### config.mk
export PLATFORM = sky130hd
export DESIGN_NAME = sqrt_binomial_series_core
export DESIGN_NICKNAME = d
export VERILOG_FILES = /design/src/hw/rtl/sbs_pkg.sv /design/src/hw/rtl/sqrt_binomial_series_core.sv
export SDC_FILE = /design/constraint.sdc
export NUM_CORES = 2
export LEC_CHECK = 0
export ABC_AREA = 0
export BUFFER_PORTS_ARGS = -buffer_cell sky130_fd_sc_hd__buf_2
export CAP_MARGIN = 20
export CORE_ASPECT_RATIO = 0.7
export CORE_MARGIN = 3
export CORE_UTILIZATION = 45
export DETAILED_ROUTE_END_ITERATION = 12
export REMOVE_ABC_BUFFERS = 1
export SLEW_MARGIN = 20
export SYNTH_ARGS = -nofsm -noshare
export SYNTH_HDL_FRONTEND = slang
export SYNTH_SLANG_ARGS = --single-unit
export TNS_END_PERCENT = 10
### constraint.sdc
create_clock -name i_clk -period 22.5 [get_ports i_clk]
set_clock_uncertainty 0.05 [all_clocks]
set_input_delay 3.375 -clock i_clk [delete_from_list [all_inputs] [get_ports i_clk]]
set_output_delay 3.375 -clock i_clk [all_outputs]
set_load 0.02 [all_outputs]
### src/hw/rtl/sbs_pkg.sv
// Package for the binomial series square root core: types, formats and defaults.
package sbs_pkg;

    // Field widths
    localparam int X_W     = 17;
    localparam int D_W     = 18;
    localparam int TC_W    = 6;
    localparam int INDEX_W = 5;
    localparam int VAL_W   = 32;
    localparam int PROD_W  = 64;

    // Defaults
    localparam int                MAX_TERMS_DEF    = 32;
    localparam logic [TC_W-1:0]   TERM_COUNT_RESET = 6'd5;

    // 1.0 in Q2.30 and in Q2.16
    localparam longint            ONE_Q30     = 64'sd1073741824;
    localparam logic [VAL_W-1:0]  ONE_Q30_VAL = 32'h4000_0000;
    localparam logic [D_W-1:0]    ONE_Q16     = 18'h1_0000;

    // Saturation limits
    localparam logic [VAL_W-1:0]  SAT_POS = 32'h7FFF_FFFF;
    localparam logic [VAL_W-1:0]  SAT_NEG = 32'h8000_0000;

    // Sequencer states
    typedef enum logic [2:0] {
        S_IDLE,
        S_COEF,
        S_MUL_G,
        S_MUL_F,
        S_SUM
    } t_state;

endpackage

### src/hw/rtl/sqrt_binomial_series_core.sv
// Binomial series square root core with one shared multiplier under a small sequencer.
//
//  Channel  | Ports                                               | Transfer
//  ---------+-----------------------------------------------------+---------------------------
//  argument | start, busy, i_x_value                              | start high and busy low
//  result   | o_valid, o_term_index, o_term_value,                | o_valid high, one cycle,
//           | o_partial_sum, o_last                               | receiver cannot stall
//  config   | i_cfg_we, i_cfg_data                                | i_cfg_we high
//
// Term 0 appears the cycle after the argument transfer. Each later term passes through
// coefficient fetch, two passes through the one 32x32 multiplier and shift/saturate/sum,
// and busy stays high while the later terms are worked out; with n equal to one
// the next argument may follow in the next cycle.
// Reset is synchronous, active low, and sets the term count to 5.
// Results are never held back: each is flagged by o_valid for exactly one cycle.
module sqrt_binomial_series_core
    import sbs_pkg::*;
#(
    parameter int MAX_TERMS = MAX_TERMS_DEF
) (
    input  logic                    i_clk,
    input  logic                    i_rst_n,
    input  logic                    start,
    output logic                    busy,
    input  logic [X_W-1:0]          i_x_value,
    input  logic                    i_cfg_we,
    input  logic [TC_W-1:0]         i_cfg_data,
    output logic                    o_valid,
    output logic [INDEX_W-1:0]      o_term_index,
    output logic signed [VAL_W-1:0] o_term_value,
    output logic signed [VAL_W-1:0] o_partial_sum,
    output logic                    o_last
);

    localparam int IDX_W = (MAX_TERMS > 2) ? $clog2(MAX_TERMS) : 1;

    t_state                  r_state;
    t_state                  n_state;
    logic [TC_W-1:0]         r_term_count;
    logic [IDX_W-1:0]        r_idx;
    logic [IDX_W-1:0]        r_last_idx;
    logic signed [D_W-1:0]   r_d;
    logic signed [VAL_W-1:0] r_coef;
    logic signed [VAL_W-1:0] r_g;
    logic signed [PROD_W-1:0] r_prod;
    logic signed [VAL_W-1:0] r_term;
    logic signed [VAL_W-1:0] r_sum;

    logic                    w_accept;
    logic [6:0]              w_tc7;
    logic [6:0]              w_n7;
    logic [6:0]              w_last7;
    logic [6:0]              w_idx7;
    logic signed [VAL_W-1:0] w_coef_tab [MAX_TERMS];
    logic signed [VAL_W-1:0] w_mul_a;
    logic signed [VAL_W-1:0] w_mul_b;
    logic signed [PROD_W-1:0] w_prod;
    logic signed [PROD_W-1:0] w_shift;
    logic signed [VAL_W-1:0] w_term;
    logic signed [VAL_W:0]   w_sum33;
    logic signed [VAL_W-1:0] w_sum;
    logic                    w_is_last;

    // Coefficient table c_i = (3 - 2i) / (2i) in Q2.30, truncated toward zero
    for (genvar gi = 0; gi < MAX_TERMS; gi++) begin : g_coef
        if (gi == 0) begin : g_zero
            assign w_coef_tab[gi] = '0;
        end else begin : g_val
            localparam longint CoefVal =
                ((longint'(3) - longint'(2 * gi)) * ONE_Q30) / longint'(2 * gi);
            assign w_coef_tab[gi] = 32'(CoefVal);
        end
    end

    assign w_accept = start && !busy;

    // Clamp the term count to 1 .. MAX_TERMS
    assign w_tc7   = {1'b0, r_term_count};
    always_comb begin
        if (w_tc7 == 7'd0) begin
            w_n7 = 7'd1;
        end else if (w_tc7 > 7'(MAX_TERMS)) begin
            w_n7 = 7'(MAX_TERMS);
        end else begin
            w_n7 = w_tc7;
        end
    end
    assign w_last7 = w_n7 - 7'd1;
    assign w_idx7  = 7'(r_idx);
    assign w_is_last = (r_idx == r_last_idx);

    // Shared multiplier: coefficient times offset, then term times factor
    always_comb begin
        if (r_state == S_MUL_F) begin
            w_mul_a = r_term;
            w_mul_b = r_g;
        end else begin
            w_mul_a = r_coef;
            w_mul_b = {{(VAL_W-D_W){r_d[D_W-1]}}, r_d};
        end
    end
    assign w_prod = w_mul_a * w_mul_b;

    // Floor shift by 30 and saturate the new term, then saturating sum
    assign w_shift = r_prod >>> 30;
    always_comb begin
        if (w_shift[PROD_W-1:VAL_W-1] == '0 || w_shift[PROD_W-1:VAL_W-1] == '1) begin
            w_term = w_shift[VAL_W-1:0];
        end else if (w_shift[PROD_W-1]) begin
            w_term = SAT_NEG;
        end else begin
            w_term = SAT_POS;
        end
    end
    assign w_sum33 = {r_sum[VAL_W-1], r_sum} + {w_term[VAL_W-1], w_term};
    always_comb begin
        if (w_sum33[VAL_W] == w_sum33[VAL_W-1]) begin
            w_sum = w_sum33[VAL_W-1:0];
        end else if (w_sum33[VAL_W]) begin
            w_sum = SAT_NEG;
        end else begin
            w_sum = SAT_POS;
        end
    end

    // Next state
    always_comb begin
        n_state = r_state;
        case (r_state)
            S_IDLE: begin
                if (start && w_n7 != 7'd1) begin
                    n_state = S_COEF;
                end
            end
            S_COEF:  n_state = S_MUL_G;
            S_MUL_G: n_state = S_MUL_F;
            S_MUL_F: n_state = S_SUM;
            S_SUM:   n_state = w_is_last ? S_IDLE : S_COEF;
            default: n_state = S_IDLE;
        endcase
    end

    // Outputs of the sequencer
    always_comb begin
        busy = (r_state != S_IDLE);
    end

    // Control registers
    always_ff @(posedge i_clk) begin
        if (!i_rst_n) begin
            r_state      <= S_IDLE;
            r_term_count <= TERM_COUNT_RESET;
            o_valid      <= 1'b0;
        end else begin
            r_state <= n_state;
            if (i_cfg_we) begin
                r_term_count <= i_cfg_data;
            end
            o_valid <= w_accept || (r_state == S_SUM);
        end
    end

    // Datapath registers
    always_ff @(posedge i_clk) begin
        case (r_state)
            S_IDLE: begin
                if (start) begin
                    r_d           <= D_W'({1'b0, i_x_value}) - ONE_Q16;
                    r_term        <= ONE_Q30_VAL;
                    r_sum         <= ONE_Q30_VAL;
                    r_idx         <= IDX_W'(1);
                    r_last_idx    <= w_last7[IDX_W-1:0];
                    o_term_index  <= '0;
                    o_term_value  <= ONE_Q30_VAL;
                    o_partial_sum <= ONE_Q30_VAL;
                    o_last        <= (w_n7 == 7'd1);
                end
            end
            S_COEF: begin
                r_coef <= w_coef_tab[r_idx];
            end
            S_MUL_G: begin
                r_g <= w_prod[47:16];
            end
            S_MUL_F: begin
                r_prod <= w_prod;
            end
            S_SUM: begin
                r_term        <= w_term;
                r_sum         <= w_sum;
                r_idx         <= r_idx + IDX_W'(1);
                o_term_index  <= w_idx7[INDEX_W-1:0];
                o_term_value  <= w_term;
                o_partial_sum <= w_sum;
                o_last        <= w_is_last;
            end
            default: begin
            end
        endcase
    end

    // The final term always hands control back to idle
    a_last_idle: assert property (@(posedge i_clk) disable iff (!i_rst_n)
        (o_valid && o_last) |-> (r_state == S_IDLE))
        else $error("last term emitted while sequencer still running");

    // An argument transfer yields term 0 equal to 1.0 in the next cycle
    a_first_term: assert property (@(posedge i_clk) disable iff (!i_rst_n)
        (start && !busy) |=> (o_valid && o_term_index == '0
                              && o_term_value == ONE_Q30_VAL
                              && o_partial_sum == ONE_Q30_VAL))
        else $error("term 0 missing or wrong after transfer");

    // No result while the multiplier passes are in flight
    a_quiet_mul: assert property (@(posedge i_clk) disable iff (!i_rst_n)
        (r_state == S_MUL_G || r_state == S_MUL_F) |-> !o_valid)
        else $error("result strobe during multiply passes");

    // The term index never passes the last index of the argument
    a_idx_bound: assert property (@(posedge i_clk) disable iff (!i_rst_n)
        (r_state == S_COEF) |-> (r_idx <= r_last_idx))
        else $error("term index beyond term count");

endmodule

Word-level counts from Yosys, hierarchy flattened
Memories as Yosys holds them, arrays and structs flattened. A register that Yosys moved wholly into a read port is not among the register bits.
Cells that the tools add are included.
{"block": "word_totals", "mem_bits_ro": 1024, "register_bits": 204, "input_bits": 27, "wordCells": 63, "output_inout_bits": 72, "memories": 1}
{"block": "classes", "addsub": 4, "mul": 1, "bitwise": 1, "muxes": 20, "n_eq_ne": 11, "n_lt_le_gt_ge": 1, "n_reduce_logical": 12}
{"memory": "(name not given)", "words": 32, "width": 32, "read_ports": 1, "rd_clocked_by_memory_dff": 1, "write_ports": 0, "line_no": "sqrt_binomial_series_core.sv:180", "rtl": "r_coef <= w_coef_tab[r_idx];"}
{"op": "$mux W32", "n": 7}
{"op": "$pmux W32 S2", "n": 2}
{"op": "$mul A32 B32 Y64", "n": 1}
{"op": "$add A32 B32 Y33", "n": 1}
{"op": "$eq A33 B33 Y1 const B", "n": 1}
{"op": "$logic_not A33 Y1", "n": 1}
{"op": "$pmux W5 S2", "n": 2}
{"op": "$sub A17 B17 Y18 const B", "n": 1}
{"op": "$pmux W3 S5", "n": 1}
{"op": "$mux W6", "n": 2}
{"op": "$mux W5", "n": 2}
{"op": "$logic_not A7 Y1", "n": 1}
{"op": "$eq A3 B2 Y1 const B", "n": 2}
{"op": "$eq A6 B1 Y1 const B", "n": 1}
{"op": "$gt A6 B6 Y1 const B", "n": 1}
{"op": "$ne A6 B1 Y1 const B", "n": 1}
{"op": "$not A5 Y6", "n": 1}
{"op": "$add A5 B1 Y5 const B", "n": 1}
{"op": "$eq A5 B5 Y1", "n": 1}
{"op": "$sub A5 B1 Y5 const B", "n": 1}
{"op": "$ne A2 B2 Y1 const B", "n": 2}
{"op": "$reduce_and A2 Y1", "n": 2}
{"op": "$eq A3 B1 Y1 const B", "n": 1}
{"op": "$eq A3 B3 Y1 const B", "n": 1}
{"op": "other kinds (10)", "n": 13}

Depth between registers and ports, before layout
{"block": "depth", "word_depth": 7, "mapped_depth": 35, "depth_no_buf": 30}

Least setup slack after synthesis
OpenSTA, ideal clock, no wires.
{"block": "synth_path", "path_type": "register -> register", "from": "register r_state[2]", "to": "register r_prod[59] (data pin)", "setup_ns": 0.258, "path_buffers": 3, "path_stages_with_launch": 31, "period_less_slack_ns": 9.219, "arrival_ns": 8.911, "required_time_ns": 22.192, "slack_ns": 13.281, "cell_sequence": "dfxtp_1 -> buf_6 -> nand3b_4 -> inv_2 -> clkbuf_1 -> buf_1 -> nand2_1 -> nand2_1 -> nand2_1 -> fa_1 -> fa_1 -> inv_1 -> fa_1 -> inv_1 -> fa_1 -> fa_1 -> inv_1 -> fa_1 -> inv_1 -> fa_1 -> fa_1 -> inv_1 -> ha_1 -> a21oi_1 -> o21ai_0 -> a21o_1 -> a2111oi_0 -> o21ai_0 -> o211ai_1 -> nor2b_1 -> xnor2_1"}
{"block": "synth_between", "elab_chain_len": 3, "elab_cells_between_ends": 4, "cone_classes": "mul: 1; eq/ne: 1; mux: 2"}
{"element": "start, declared", "line_no": "sqrt_binomial_series_core.sv:37", "rtl": "t_state r_state;"}
{"element": "start signal, assigned", "line_no": "sqrt_binomial_series_core.sv:155", "rtl": "r_state <= n_state;"}
{"element": "$eq A3 B2 Y1 *", "line_no": "sqrt_binomial_series_core.sv:94", "rtl": "if (r_state == S_MUL_F) begin"}
{"element": "$mux W32", "line_no": "sqrt_binomial_series_core.sv:94"}
{"element": "$mul A32 B32 Y64 *", "line_no": "sqrt_binomial_series_core.sv:102", "rtl": "assign w_prod = w_mul_a * w_mul_b;"}
{"element": "via w_prod[59]", "line_no": "sqrt_binomial_series_core.sv:57", "rtl": "logic signed [PROD_W-1:0] w_prod;"}
{"element": "end signal, assigned", "line_no": "sqrt_binomial_series_core.sv:186", "rtl": "r_prod <= w_prod;"}
{"element": "end, declared", "line_no": "sqrt_binomial_series_core.sv:45", "rtl": "logic signed [PROD_W-1:0] r_prod;"}
The timed path passes the listed nets; every way through them passes the cells marked *.
A chain may end at the register's enable or synchronous reset.

Worst setup path in the final report
Ends and elaborated chain as after synthesis.

==> summary.txt <==
Synthesis
  • Syn Area/Cell: 9.36 um2
  • Multiplexer share of the synthesized area: 0.0123
  • Seq cells post-synth: 204
  • Synth Warn #: 0
  • Main synth FF type: edfxtp_1
  • Register area share after synthesis: 0.131
  • Number of synthesized flops with an enable pin: 194
  • Post-Syn Area: 0.0459 mm2
  • Post-synthesis adder-cell area fraction: 0.534
  • Cells after synthesis: 4908
  • Compound-Gate Fraction of Synth Area: 0.0666
  • Largest family of logic cells by synthesized area: adder cells
  • Distinct cells, synth: 83
  • Post-Synth Simple-Gate Area: 0.133
  • Synth Area in XOR/XNOR: 0.0175
  • Async SR Flop Fraction: 0

GRT
  • Vias in the first global route: 35700
  • Largest net degree at the start of global routing: 64
  • Remaining global-route overflow: 0
  • Total GRT Usage: 0.305
  • Antenna violations before repair: 6
  • First-pass GRT wire length: 237 mm

Finish
  • # diodes: 0
  • Final Non-Filler Cells: 6282
  • Most common cell after layout, fill and taps aside: fa_1
  • Commonest non-fill, non-tap cells in the layout: fa_1, inv_1, nand2_1, nor2_1, ha_1
  • Final Instance Area: 0.0493 mm2
  • Area Overhead vs Synth: 7.43%
  • Post-layout nets: 6267
  • Register area: 0.00603 mm2
  • Area occupied by multi-input gates: 0.0354 mm2
  • Core Util, Final: 0.490
  • Fillcell total: 9395
  • Layout cell share with drive strength beyond 1: 0.0663

CTS
  • Worst-Skew Late Latency: 0.53 ns
  • CTS tree: built
  • CTS Buf Count: 23
  • Clk sinks: 204
  • H-tree depth: 1
  • Clk slew on worst S/H paths: 0.06 ns
  • Clock buffer depth: 3
  • Post_cts resized: 0
  • Hold_buf cts: 0
  • Postcts setup bufs: 0
  • Clock Tree Root: clkbuf_16

Die
  • Starting Density: 0.456
  • IO Count: 99
  • DIE WIDTH: 388 um
  • Die H: 273 um
  • DIE AREA: 0.106 mm2
  • Core area: 0.101 mm2
  • Number of core rows: 97

STA
  • Tmin final: 11.46 ns
  • Slew @ Worst Pin: 1.13 ns
  • Highest Clock Rate: 0.0873 GHz
  • Setup TNS: 0 ns
  • Final slew viol count: 0
  • Headroom to the max-slew limit: 0.243
  • Final period util: 0.509
  • Final hold violation count: 0
  • RSZ-0062 raised after global routing: no
  • Final setup vio count: 0

Place
  • Port bufs: 98
  • Placed insts: 6241
  • GPL Wtd Cong: 1.04
  • DP Wirelength: 122 mm
  • Placed Area: 0.0485 mm2

Detailed routing
  • Vias: 34800
  • Iteration-0 DRC Markers: 3570
  • Final routed DRC violation total: 0
  • Routed len/inst: 25.1 um
  • Total Wirelength: 158 mm
  • Post-route ant nets: 0
  • Drt via density: 5.54
  • Pre-antenna DRT Iters: 8

Worst setup path
  • Crit. End Element: flip-flop
  • CP startpoint kind: flip-flop
  • Critical path fanouts, max: 41
  • Required @ worst endpoint: 22.73 ns
  • WP data arrival: 11.69 ns
  • CP peak stage delay: 0.99 ns
  • Setup Crit Path Kind: reg2reg
  • Crit-path slowest cell: fa_1

Flow run
  • Max-Cap Viols: 0

Status
  • Outcome: complete, no violations

Min path
  • Hold/Removal Path Class: reg2reg
cell usage after synthesis (all sizes together) (6+ instances only):
master | count | area [um2]
fa | 1082 | 21700
inv | 1059 | 3980
nand2 | 735 | 2760
nor2 | 597 | 2240
ha | 228 | 2850
clkbuf | 196 | 737
edfxtp | 194 | 5830
a21oi | 134 | 693
o21ai | 92 | 472
a21o | 62 | 465
xnor2 | 60 | 526
mux2i | 52 | 521
and2 | 43 | 269
o21a | 35 | 263
o31ai | 34 | 269
xor2 | 32 | 280
nand3 | 26 | 130
buf | 24 | 131
nor3 | 20 | 105
and3 | 17 | 106
a31oi | 16 | 100
o21bai | 15 | 116
nor2b | 14 | 87.6
nand4 | 13 | 81.3
a211oi | 11 | 82.6
dfxtp | 10 | 200
nand2b | 9 | 56.3
o211ai | 9 | 72.6
nor3b | 7 | 52.6
a311oi | 6 | 58.8
o31a | 6 | 52.6
final timing paths:
check | from | end | slack (ns) | cells after the start
setup / recovery | r_state[2] | r_prod[59] | 11.04 | 30
hold / removal | r_term_count[0] | r_term_count[0] | 0.45 | 2
setup reg to reg | r_state[2] | r_prod[59] | 11.04 | 30
hold reg to reg | r_term_count[0] | r_term_count[0] | 0.45 | 2
metal layers:
| metal | track usage | vias to the layer above | routed length, um |
|---|---|---|---|
| li1 | - | 14800 | - |
| met1 | 0.446 | 17800 | 67200 |
| met2 | 0.421 | 1904 | 63200 |
| met3 | 0.101 | 276 | 20400 |
| met4 | 0.103 | 4 | 6680 |
| met5 | 0.0141 | - | 225 |
kinds of logic (layout without fill, tap and decap cells):
family / Yosys count / count (layout)
XOR/XNOR: 92 / 92
AO/OA/AOI/OAI: 461 / 461
buffers and inverters: 1280 / 1318
AND/OR/NAND/NOR: 1507 / 1507
flip-flops: 204 / 204
adder cells (fa/ha/maj): 1310 / 1310
multiplexers: 54 / 54
metrics by stage:
stage,hold slack [ns],setup WS (ns)
after floorplan,0.407,11.99
after global placement,0.439,11.29
after detailed placement,0.439,11.17
after CTS,0.456,11.14
after global routing,0.510,10.28
final,0.451,11.04
critical path, delay by kind of cell (launching register included):
kind	cells	cell delay [ns]
XOR/XNOR	1	0.07
flip-flops	1	0.50
AND/OR/NAND/NOR	5	1.85
buffers and inverters	10	2.59
AO/OA/AOI/OAI	5	1.31
adder cells (fa/ha/maj)	9	4.75
flip-flops by register name (all words and copies together), names as in the netlist:
signal / cells
r_idx: 5
r_g: 32
o_term_index: 5
r_term: 32
r_sum: 32
r_prod: 34
r_coef: 31
r_state: 3
o_last: 1
r_last_idx: 5
r_term_count: 6
r_d: 17
o_valid: 1
final cells by class:
cell class	instances	share of cell area
multi-input combinational	3424	0.718
sequential	204	0.122
inverter	1060	0.0807
tap	1336	0.0339
timing repair buffer	217	0.0281
clock buffer	32	0.0140
clock inverter	9	0.00307
Power is not shown: default switching activity piles up to over one toggle a cycle in this logic, so the estimate is an artifact.
